$ cat src/rtl/sgaf_pkg.sv
// Shared types and constants for the stick gesture arming block.
`timescale 1ns / 1ps
`default_nettype none

package sgaf_pkg;

	localparam int unsigned LevelW = 11;
	localparam int unsigned HoldW  = 16;
	localparam int unsigned ModeW  = 2;
	localparam int unsigned CfgIdxW  = 2;
	localparam int unsigned CfgDataW = 16;

	// Reset values of the configuration registers.
	localparam logic [HoldW-1:0]  HOLD_TICKS_RST     = 16'd50;
	localparam logic [LevelW-1:0] LOW_THRESHOLD_RST  = 11'd400;
	localparam logic [LevelW-1:0] HIGH_THRESHOLD_RST = 11'd1500;

	typedef enum logic [CfgIdxW-1:0] {
		CFG_HOLD_TICKS     = 2'd0,
		CFG_LOW_THRESHOLD  = 2'd1,
		CFG_HIGH_THRESHOLD = 2'd2,
		CFG_UNUSED         = 2'd3
	} cfg_idx_t;

	// Encoding of the arm_mode result field.
	typedef enum logic [ModeW-1:0] {
		ARM_LOCKED   = 2'd0,
		ARM_UNLOCKED = 2'd1,
		ARM_CALIB    = 2'd2,
		ARM_LOST     = 2'd3
	} arm_code_t;

	// Gesture seen on one tick, already resolved by priority.
	typedef enum logic [2:0] {
		GEST_NONE   = 3'd0,
		GEST_LOCK   = 3'd1,
		GEST_UNLOCK = 3'd2,
		GEST_CALIB  = 3'd3,
		GEST_LOST   = 3'd4
	} gest_t;

	typedef struct packed {
		logic [HoldW-1:0]  hold_ticks;
		logic [LevelW-1:0] low_threshold;
		logic [LevelW-1:0] high_threshold;
	} cfg_t;

	typedef struct packed {
		logic [LevelW-1:0] throttle_level;
		logic [LevelW-1:0] yaw_level;
		logic [LevelW-1:0] pitch_level;
		logic [LevelW-1:0] roll_level;
	} levels_t;

	typedef struct packed {
		logic [ModeW-1:0] arm_mode;
		logic             neutral_flag;
	} result_t;

endpackage

`default_nettype wire

$ cat src/rtl/sgaf_if.sv
// Valid/ready channel interfaces for stick levels in and arming status out.
`timescale 1ns / 1ps
`default_nettype none

interface sgaf_stick_if;
	logic                          valid;
	logic                          ready;
	logic [sgaf_pkg::LevelW-1:0]   throttle_level;
	logic [sgaf_pkg::LevelW-1:0]   yaw_level;
	logic [sgaf_pkg::LevelW-1:0]   pitch_level;
	logic [sgaf_pkg::LevelW-1:0]   roll_level;

	modport source (output valid, throttle_level, yaw_level, pitch_level, roll_level,
		input ready);
	modport sink (input valid, throttle_level, yaw_level, pitch_level, roll_level,
		output ready);
endinterface

interface sgaf_arm_if;
	logic                          valid;
	logic                          ready;
	logic [sgaf_pkg::ModeW-1:0]    arm_mode;
	logic                          neutral_flag;

	modport source (output valid, arm_mode, neutral_flag, input ready);
	modport sink (input valid, arm_mode, neutral_flag, output ready);
endinterface

`default_nettype wire

$ cat src/rtl/sgaf_cfg_regs.sv
// Configuration register file: hold time and the two stick thresholds.
`timescale 1ns / 1ps
`default_nettype none

module sgaf_cfg_regs (
	input  wire logic                            clk,
	input  wire logic                            arst_n,
	input  wire logic                            cfg_we,
	input  wire logic [sgaf_pkg::CfgIdxW-1:0]    cfg_index,
	input  wire logic [sgaf_pkg::CfgDataW-1:0]   cfg_data,
	output sgaf_pkg::cfg_t                       cfg
);

	sgaf_pkg::cfg_t cfg_q;

	always_ff @(posedge clk or negedge arst_n) begin
		if (!arst_n) begin
			cfg_q.hold_ticks     <= sgaf_pkg::HOLD_TICKS_RST;
			cfg_q.low_threshold  <= sgaf_pkg::LOW_THRESHOLD_RST;
			cfg_q.high_threshold <= sgaf_pkg::HIGH_THRESHOLD_RST;
		end else if (cfg_we) begin
			unique case (sgaf_pkg::cfg_idx_t'(cfg_index))
				sgaf_pkg::CFG_HOLD_TICKS: begin
					cfg_q.hold_ticks <= cfg_data[sgaf_pkg::HoldW-1:0];
				end
				sgaf_pkg::CFG_LOW_THRESHOLD: begin
					cfg_q.low_threshold <= cfg_data[sgaf_pkg::LevelW-1:0];
				end
				sgaf_pkg::CFG_HIGH_THRESHOLD: begin
					cfg_q.high_threshold <= cfg_data[sgaf_pkg::LevelW-1:0];
				end
				default: begin
				end
			endcase
		end
	end

	assign cfg = cfg_q;

endmodule

`default_nettype wire

$ cat src/rtl/sgaf_gesture_dec.sv
// Threshold compares and priority decode of the four stick gestures.
`timescale 1ns / 1ps
`default_nettype none

module sgaf_gesture_dec (
	input  wire sgaf_pkg::levels_t levels,
	input  wire sgaf_pkg::cfg_t    cfg,
	output sgaf_pkg::gest_t        gest
);

	logic thr_lo, yaw_lo, yaw_hi, pit_lo, pit_hi, rol_lo, rol_hi;

	// A level may be low and high at once when the thresholds overlap.
	assign thr_lo = levels.throttle_level <= cfg.low_threshold;
	assign yaw_lo = levels.yaw_level      <= cfg.low_threshold;
	assign yaw_hi = levels.yaw_level      >= cfg.high_threshold;
	assign pit_lo = levels.pitch_level    <= cfg.low_threshold;
	assign pit_hi = levels.pitch_level    >= cfg.high_threshold;
	assign rol_lo = levels.roll_level     <= cfg.low_threshold;
	assign rol_hi = levels.roll_level     >= cfg.high_threshold;

	always_comb begin
		if (thr_lo && yaw_hi && pit_hi && rol_lo) begin
			gest = sgaf_pkg::GEST_LOCK;
		end else if (thr_lo && yaw_lo && pit_hi && rol_hi) begin
			gest = sgaf_pkg::GEST_UNLOCK;
		end else if (thr_lo && yaw_lo && pit_lo && rol_hi) begin
			gest = sgaf_pkg::GEST_CALIB;
		end else if (thr_lo && yaw_lo && pit_hi && rol_lo) begin
			gest = sgaf_pkg::GEST_LOST;
		end else begin
			gest = sgaf_pkg::GEST_NONE;
		end
	end

endmodule

`default_nettype wire

$ cat src/rtl/sgaf_arm_ctrl.sv
// Arming state machine with the three gesture hold counters.
`timescale 1ns / 1ps
`default_nettype none

module sgaf_arm_ctrl (
	input  wire logic                         clk,
	input  wire logic                         arst_n,
	input  wire logic                         step,
	input  wire sgaf_pkg::gest_t              gest,
	input  wire logic [sgaf_pkg::HoldW-1:0]   hold_ticks,
	output sgaf_pkg::result_t                 result
);

	typedef enum logic [3:0] {
		ST_LOCKED   = 4'b0001,
		ST_UNLOCKED = 4'b0010,
		ST_CALIB    = 4'b0100,
		ST_LOST     = 4'b1000
	} mode_t;

	mode_t                      mode_q, mode_d;
	logic                       neutral_q, neutral_d;
	logic [sgaf_pkg::HoldW-1:0] lock_run_q, unlock_run_q, calib_run_q;
	logic [sgaf_pkg::HoldW-1:0] lock_run_d, unlock_run_d, calib_run_d;
	logic [sgaf_pkg::HoldW-1:0] lock_inc, unlock_inc, calib_inc;
	logic                       plain_calib, plain_lock;
	logic                       wr_mode;
	mode_t                      wr_val;

	assign plain_calib = (mode_q == ST_CALIB) && !neutral_q;
	assign plain_lock  = (mode_q == ST_LOCKED) && !neutral_q;
	assign lock_inc    = lock_run_q + 1'b1;
	assign unlock_inc  = unlock_run_q + 1'b1;
	assign calib_inc   = calib_run_q + 1'b1;

	always_comb begin
		lock_run_d   = '0;
		unlock_run_d = '0;
		calib_run_d  = '0;
		neutral_d    = neutral_q;
		wr_mode      = 1'b0;
		wr_val       = mode_q;
		unique case (gest)
			sgaf_pkg::GEST_LOCK: begin
				if (lock_inc == hold_ticks) begin
					wr_mode = 1'b1;
					wr_val  = ST_LOCKED;
				end else begin
					lock_run_d = lock_inc;
				end
			end
			sgaf_pkg::GEST_UNLOCK: begin
				if (unlock_inc == hold_ticks) begin
					wr_mode = !plain_calib;
					wr_val  = ST_UNLOCKED;
				end else begin
					unlock_run_d = unlock_inc;
				end
			end
			sgaf_pkg::GEST_CALIB: begin
				if (calib_inc == hold_ticks) begin
					wr_mode = plain_lock;
					wr_val  = ST_CALIB;
				end else begin
					calib_run_d = calib_inc;
				end
			end
			sgaf_pkg::GEST_LOST: begin
				wr_mode = !plain_calib;
				wr_val  = ST_LOST;
			end
			default: begin
				neutral_d = 1'b1;
			end
		endcase
		// Any write of the mode clears the flag, even one that keeps the mode.
		mode_d = mode_q;
		if (wr_mode) begin
			mode_d    = wr_val;
			neutral_d = 1'b0;
		end
	end

	always_ff @(posedge clk or negedge arst_n) begin
		if (!arst_n) begin
			mode_q       <= ST_LOCKED;
			neutral_q    <= 1'b0;
			lock_run_q   <= '0;
			unlock_run_q <= '0;
			calib_run_q  <= '0;
		end else if (step) begin
			mode_q       <= mode_d;
			neutral_q    <= neutral_d;
			lock_run_q   <= lock_run_d;
			unlock_run_q <= unlock_run_d;
			calib_run_q  <= calib_run_d;
		end
	end

	always_comb begin
		unique case (mode_d)
			ST_LOCKED:   result.arm_mode = sgaf_pkg::ARM_LOCKED;
			ST_UNLOCKED: result.arm_mode = sgaf_pkg::ARM_UNLOCKED;
			ST_CALIB:    result.arm_mode = sgaf_pkg::ARM_CALIB;
			ST_LOST:     result.arm_mode = sgaf_pkg::ARM_LOST;
			default:     result.arm_mode = sgaf_pkg::ARM_LOCKED;
		endcase
		result.neutral_flag = neutral_d;
	end

	// Only one gesture can be counting at a time.
	a_one_counter: assert property (@(posedge clk) disable iff (!arst_n)
		$countones({lock_run_q != '0, unlock_run_q != '0, calib_run_q != '0}) <= 1)
		else $error("more than one hold counter is running");

	// A tick with no gesture leaves every counter clear and the flag set.
	a_neutral_tick: assert property (@(posedge clk) disable iff (!arst_n)
		step && gest == sgaf_pkg::GEST_NONE |=>
		neutral_q && lock_run_q == '0 && unlock_run_q == '0 && calib_run_q == '0)
		else $error("neutral tick did not clear the counters");

	// The state only moves on an accepted tick.
	a_hold_idle: assert property (@(posedge clk) disable iff (!arst_n)
		!step |=> $stable(mode_q) && $stable(neutral_q))
		else $error("arming state changed without a tick");

	// A mode change always comes with a cleared flag.
	a_change_clears: assert property (@(posedge clk) disable iff (!arst_n)
		mode_q != $past(mode_q) |-> !neutral_q)
		else $error("mode changed but neutral flag stayed set");

	// Calibration is entered only from plain lock.
	a_calib_entry: assert property (@(posedge clk) disable iff (!arst_n)
		step && mode_q != ST_CALIB && !plain_lock |=> mode_q != ST_CALIB)
		else $error("calibration entered from a mode other than plain lock");

endmodule

`default_nettype wire

$ cat src/rtl/stick_gesture_arming_fsm_core.sv
// Top level of the stick gesture arming block: input stage, decode, state, result stage.
`timescale 1ns / 1ps
`default_nettype none

// Stick gesture arming core. Each beat on the stick channel is one control tick carrying the
// throttle, yaw, pitch and roll levels; each tick yields exactly one beat on the arming channel
// with the mode (0 locked, 1 unlocked, 2 calibrating, 3 link lost) and the neutral flag as they
// stand after that tick. A tick is captured in an input register, and when the result register is
// free or being emptied, the threshold compares, gesture priority decode and state update run in
// one short combinational pass that writes the result register, so the block sustains one tick per
// clock while the arming channel does not stall. A result is offered on the arming channel once it
// has been written into the result register. The result register decouples the sides: the
// block keeps taking ticks while a result waits, and only stops when both the input register
// and the result register are full and the arming channel is stalled. Lock, unlock and
// calibrate gestures act after hold_ticks consecutive ticks (a count of zero means 65536 ticks);
// the lost gesture acts at once. Configuration is written through cfg_we, cfg_index and
// cfg_data (index 0 hold_ticks, 1 low_threshold, 2 high_threshold; index 3 is ignored) and
// should only be written while no tick is in flight.
module stick_gesture_arming_fsm_core (
	input  wire logic                            clk,
	input  wire logic                            arst_n,
	sgaf_stick_if.sink                           sticks,
	sgaf_arm_if.source                           arming,
	input  wire logic                            cfg_we,
	input  wire logic [sgaf_pkg::CfgIdxW-1:0]    cfg_index,
	input  wire logic [sgaf_pkg::CfgDataW-1:0]   cfg_data
);

	sgaf_pkg::cfg_t    cfg;
	sgaf_pkg::levels_t levels_s1;
	logic              valid_s1;
	sgaf_pkg::gest_t   gest;
	sgaf_pkg::result_t result_nxt;
	sgaf_pkg::result_t result_s2;
	logic              valid_s2;
	logic              step;
	logic              take_in;

	sgaf_cfg_regs u_cfg (
		.clk       (clk),
		.arst_n    (arst_n),
		.cfg_we    (cfg_we),
		.cfg_index (cfg_index),
		.cfg_data  (cfg_data),
		.cfg       (cfg)
	);

	// The held tick moves into the result register whenever that register is free
	// or is being emptied in this same cycle.
	assign step    = valid_s1 && (!valid_s2 || arming.ready);
	assign take_in = sticks.valid && sticks.ready;
	assign sticks.ready = !valid_s1 || step;

	always_ff @(posedge clk or negedge arst_n) begin
		if (!arst_n) begin
			valid_s1 <= 1'b0;
		end else if (sticks.ready) begin
			valid_s1 <= sticks.valid;
		end
	end

	always_ff @(posedge clk) begin
		if (take_in) begin
			levels_s1.throttle_level <= sticks.throttle_level;
			levels_s1.yaw_level      <= sticks.yaw_level;
			levels_s1.pitch_level    <= sticks.pitch_level;
			levels_s1.roll_level     <= sticks.roll_level;
		end
	end

	sgaf_gesture_dec u_dec (
		.levels (levels_s1),
		.cfg    (cfg),
		.gest   (gest)
	);

	sgaf_arm_ctrl u_ctrl (
		.clk        (clk),
		.arst_n     (arst_n),
		.step       (step),
		.gest       (gest),
		.hold_ticks (cfg.hold_ticks),
		.result     (result_nxt)
	);

	always_ff @(posedge clk or negedge arst_n) begin
		if (!arst_n) begin
			valid_s2 <= 1'b0;
		end else if (step) begin
			valid_s2 <= 1'b1;
		end else if (arming.ready) begin
			valid_s2 <= 1'b0;
		end
	end

	always_ff @(posedge clk) begin
		if (step) begin
			result_s2 <= result_nxt;
		end
	end

	assign arming.valid        = valid_s2;
	assign arming.arm_mode     = result_s2.arm_mode;
	assign arming.neutral_flag = result_s2.neutral_flag;

	// Every tick in the input register is either moved on or still held.
	a_no_drop: assert property (@(posedge clk) disable iff (!arst_n)
		valid_s1 && !step |=> valid_s1)
		else $error("held tick lost before reaching the result register");

	// An unaccepted result is never overwritten.
	a_no_overwrite: assert property (@(posedge clk) disable iff (!arst_n)
		step |-> !valid_s2 || arming.ready)
		else $error("result register overwritten while still pending");

	// A tick taken while the input register is full must be the one leaving it.
	a_take_when_free: assert property (@(posedge clk) disable iff (!arst_n)
		take_in && valid_s1 |-> step)
		else $error("tick accepted into a full input register");

endmodule

`default_nettype wire
$ cat src/flat_wrapper.sv
// flat-port wrapper written by rule: the top's interface ports become plain ports
module stick_gesture_arming_fsm_core_flat 
  (clk, arst_n, cfg_we, cfg_index, cfg_data, sticks_valid, sticks_throttle_level, sticks_yaw_level, sticks_pitch_level, sticks_roll_level, sticks_ready, arming_valid, arming_arm_mode, arming_neutral_flag, arming_ready);
  sgaf_stick_if sticks_i ();
  sgaf_arm_if arming_i ();
  input  wire logic clk;
  input  wire logic arst_n;
  input  wire logic cfg_we;
  input  wire logic [sgaf_pkg::CfgIdxW-1:0] cfg_index;
  input  wire logic [sgaf_pkg::CfgDataW-1:0] cfg_data;
  input wire logic [$bits(sticks_i.valid)-1:0] sticks_valid;
  input wire logic [$bits(sticks_i.throttle_level)-1:0] sticks_throttle_level;
  input wire logic [$bits(sticks_i.yaw_level)-1:0] sticks_yaw_level;
  input wire logic [$bits(sticks_i.pitch_level)-1:0] sticks_pitch_level;
  input wire logic [$bits(sticks_i.roll_level)-1:0] sticks_roll_level;
  output wire logic [$bits(sticks_i.ready)-1:0] sticks_ready;
  output wire logic [$bits(arming_i.valid)-1:0] arming_valid;
  output wire logic [$bits(arming_i.arm_mode)-1:0] arming_arm_mode;
  output wire logic [$bits(arming_i.neutral_flag)-1:0] arming_neutral_flag;
  input wire logic [$bits(arming_i.ready)-1:0] arming_ready;
  assign sticks_i.valid = sticks_valid;
  assign sticks_i.throttle_level = sticks_throttle_level;
  assign sticks_i.yaw_level = sticks_yaw_level;
  assign sticks_i.pitch_level = sticks_pitch_level;
  assign sticks_i.roll_level = sticks_roll_level;
  assign sticks_ready = sticks_i.ready;
  assign arming_valid = arming_i.valid;
  assign arming_arm_mode = arming_i.arm_mode;
  assign arming_neutral_flag = arming_i.neutral_flag;
  assign arming_i.ready = arming_ready;
  stick_gesture_arming_fsm_core u_core (.clk(clk), .arst_n(arst_n), .sticks(sticks_i), .arming(arming_i), .cfg_we(cfg_we), .cfg_index(cfg_index), .cfg_data(cfg_data));
endmodule
$ cat config.mk
export PLATFORM = sky130hd
export DESIGN_NAME = stick_gesture_arming_fsm_core_flat
export DESIGN_NICKNAME = d
export VERILOG_FILES = /design/src/rtl/sgaf_pkg.sv /design/src/rtl/sgaf_if.sv /design/src/rtl/sgaf_cfg_regs.sv /design/src/rtl/sgaf_gesture_dec.sv /design/src/rtl/sgaf_arm_ctrl.sv /design/src/rtl/stick_gesture_arming_fsm_core.sv /design/src/flat_wrapper.sv
export SDC_FILE = /design/constraint.sdc
export NUM_CORES = 1
export LEC_CHECK = 0
export CAP_MARGIN = 20
export CORE_ASPECT_RATIO = 1.5
export CORE_UTILIZATION = 45
export CTS_BUF_LIST = sky130_fd_sc_hd__clkbuf_8
export CTS_CLUSTER_SIZE = 20
export DETAILED_ROUTE_END_ITERATION = 7
export DONT_BUFFER_PORTS = 1
export PLACE_DENSITY = 0.57
export RECOVER_POWER = 25
export SLEW_MARGIN = 20
export SYNTH_ARGS = -nofsm -noshare
export SYNTH_HDL_FRONTEND = slang
export SYNTH_SLANG_ARGS = --single-unit
export TNS_END_PERCENT = 10
$ cat constraint.sdc
create_clock -name clk -period 4.2 [get_ports clk]
set_input_delay 0.84 -clock clk [delete_from_list [all_inputs] [get_ports clk]]
set_output_delay 0.84 -clock clk [all_outputs]
set_load 0.01 [all_outputs]
==> reports/results.ini <==
[synthesis]
netlist_area_um2=9140
synth_top_area_share_pct=21.6
seq_area_frac_synth_pct=41.1
async_flop_share_pct=66.4
yosys-top-cells-area=dfrtp_1, edfxtp_1, ha_1, mux2_2, o21ai_0
synth_flop_cell=dfrtp_1
synth.largest_area_cell=dfrtp_1
synthCells=916
synth_edf_count=47
ys_warn_count=0
syn_nets=1063
syn_avg_cell_area_um2=9.97
synth.distinct_cells=71
ys_seq_elements=140

[sta]
finalHoldViolations=0
fin_crit_ns=3.88
skew_ns=0.0240
rsz0062_at_grt=false
max_clock_freq_mhz=258
hold_ws_ns=0.0398
worstMarginPinSlew_ns=1.03
finalCritPeriodShare_pct=92.3
setup_ws_ns=0.324
slew_headroom_pct=31.3
final_max_slew_viol_count=0
final-setup-viol-count=0

[placement]
dpl_cell_area_um2=9280
hpwl_mm=18.0
pre_cts_slack_ns=-0.0336
portBuffers=0
place.gp.congestion=0.896

[power_and_ir_drop]
power_density_nw_per_um2=404
p_sw_share_pct=31.3
p_sw_mw=1.24
p_leak_nw=3.84
internal_power_mw=2.71
p_comb_share_pct=22.9
p_seq_share_pct=43.3
peakVddDrop_mv=0.187
clkPwrFrac_pct=33.8

[final_layout]
fillers=1887
area_growth_pct=6.96
nets=1040
final_common_cell=nand2_1
regArea_um2=3760
layout-drive-gt1-share_pct=12.4
layout_common_cells=nand2_1, ha_1, dfrtp_1
antenna_cells=0
multi_input_area_um2=5050
stdcell_area_um2=9770

[cts]
numCtsBuffers=17
clk_pin_slew_worst_paths_ns=0.10
insertion_delay_ns=0.49
clkSinkCount=140
clk_path_buf_depth=2
cts-root-buf=clkbuf_8
h-tree-depth=4
cts_hold_buf=0
cts_setup_buffers=0
cts_tree=done
cts-resized-gates=1

[route]
drt-initial-drc-count=364
vias=6819
drt-wirelength-per-cell_um=20.7
via_per_inst=5.85
drc_errors=0
drtAntennaViolNets=0
first_pass_iters=4
drt_wl_total_mm=24.1

[setup_path]
r2r-start=u_core.u_cfg.cfg[15]
path_class=reg -> reg
arrival_ns=4.24
cp-end-kind=flip-flop
required_ns=4.57
r2r_end=u_core.u_ctrl.lock_run_q[8]
path_max_fanout=14
r2r_cells=10
setup.worst_path.start_class=flip-flop
r2r_slack_ns=0.32

[die]
core-area_um2=19900
start_util_pct=46.0
die_w_um=118
row_count=63
die_height_um=177
die_area_um2=20900
io_pins=72

[global_route]
grt_max_degree=94
grt_antenna_before_repair=0
grt.overflow.total=0
grt_pass1_wl_mm=38.1
grt_usage_pct=24.3
grt_pass1_vias=6895

[run]
cap_viol_max_count=0

[outcome]
status=finished, final reports clean

[worst_hold_path]
hold_class=in -> async

## critical path: stages, from the launching register on
cell,delay (ns)
dfstp_2,0.54
inv_1,0.09
ha_1,0.31
a21o_1,0.18
a21o_1,0.17
a2111oi_0,0.69
or4_1,0.31
nand3b_1,0.12
or2_2,0.40
or3_1,0.64
o41ai_1,0.33
## power by group through the flow
stage	registers (mW)	logic, mW	clock network (mW)
after floorplan	1.65	0.695	0
after global routing	1.73	1.02	1.42
final	1.71	0.904	1.34
after CTS	1.72	0.904	1.36
after global placement	1.74	0.891	0
after detailed placement	1.74	0.899	0
## flip-flops by register name, indices dropped and copies added, names as in the netlist
name / flops
u_core.arming.arm_mode: 2
u_core.arming.neutral_flag: 1
u_core.arming.valid: 1
u_core.levels_s1: 44
u_core.u_cfg.cfg: 38
u_core.u_ctrl.calib_run_q: 16
u_core.u_ctrl.lock_run_q: 16
u_core.u_ctrl.mode_q: 4
u_core.u_ctrl.neutral_q: 1
u_core.u_ctrl.unlock_run_q: 16
u_core.valid_s1: 1
## cell families (layout without fill, tap and decap cells)
logic type                 count (synthesis)  in the layout  share of synthesized area, %
and+or+nand+nor                          296            296                          18.0
adders and majority gates                 80             80                          11.0
buffers and inverters                     80             70                          3.74
AOI/OAI and AO/OA                        211            211                          14.5
muxes                                     49             49                          5.94
DFF                                      140            140                          41.1
xor gates and xnor gates                  60             60                          5.75
## worst max path at each step
stage | depth (start not counted) | startpoint | to
finish | 10 | u_core.u_cfg.cfg[15] | u_core.u_ctrl.lock_run_q[8]
global placement | 12 | u_core.levels_s1[22] | u_core.arming.arm_mode[1]
CTS | 12 | u_core.levels_s1[22] | u_core.arming.arm_mode[1]
floorplan | 12 | u_core.u_cfg.cfg[15] | u_core.arming.arm_mode[1]
global route | 12 | u_core.levels_s1[22] | u_core.arming.arm_mode[1]
detailed placement | 11 | u_core.u_cfg.cfg[0] | u_core.arming.arm_mode[1]
## cells in the mapped netlist, drive strengths merged, types with 25 or more instances
cell type  number
o21ai          84
nand2          82
ha             80
dfrtp          79
edfxtp         47
xnor2          44
a21oi          43
mux2           39
inv            34
nor2           33
nand3          30
clkbuf         25
nand4          25
## stage by stage
stage / instances / utilization, % / power, mW / TNS [ns]
after global routing: 1166 / 49.2 / 4.16 / 0
after floorplan: 916 / - / 2.35 / 0
after global placement: 1134 / 46.7 / 2.63 / 0
after detailed placement: 1134 / 46.7 / 2.64 / -0.0338
final: 1166 / 49.2 / 3.95 / 0
after CTS: 1166 / 49.2 / 3.98 / 0
## routing by layer
metal,up-vias,GRT usage (%),share of wire [%]
li1,3334,-,-
met3,52,4.88,3.2
met4,0,14.8,4.5
met2,142,44.7,53
met5,-,0,0
met1,3291,25.4,39
## layout make-up
type	instances	area share (%)
multi-input cells	696	51.7
repair buffers	4	0.307
flip-flops and latches	140	38.4
clock buffers	17	2.39
inverters	34	1.31
clock inverters	15	2.54
well taps	260	3.33
No activity file was read; power rests on OpenSTA's default activity.
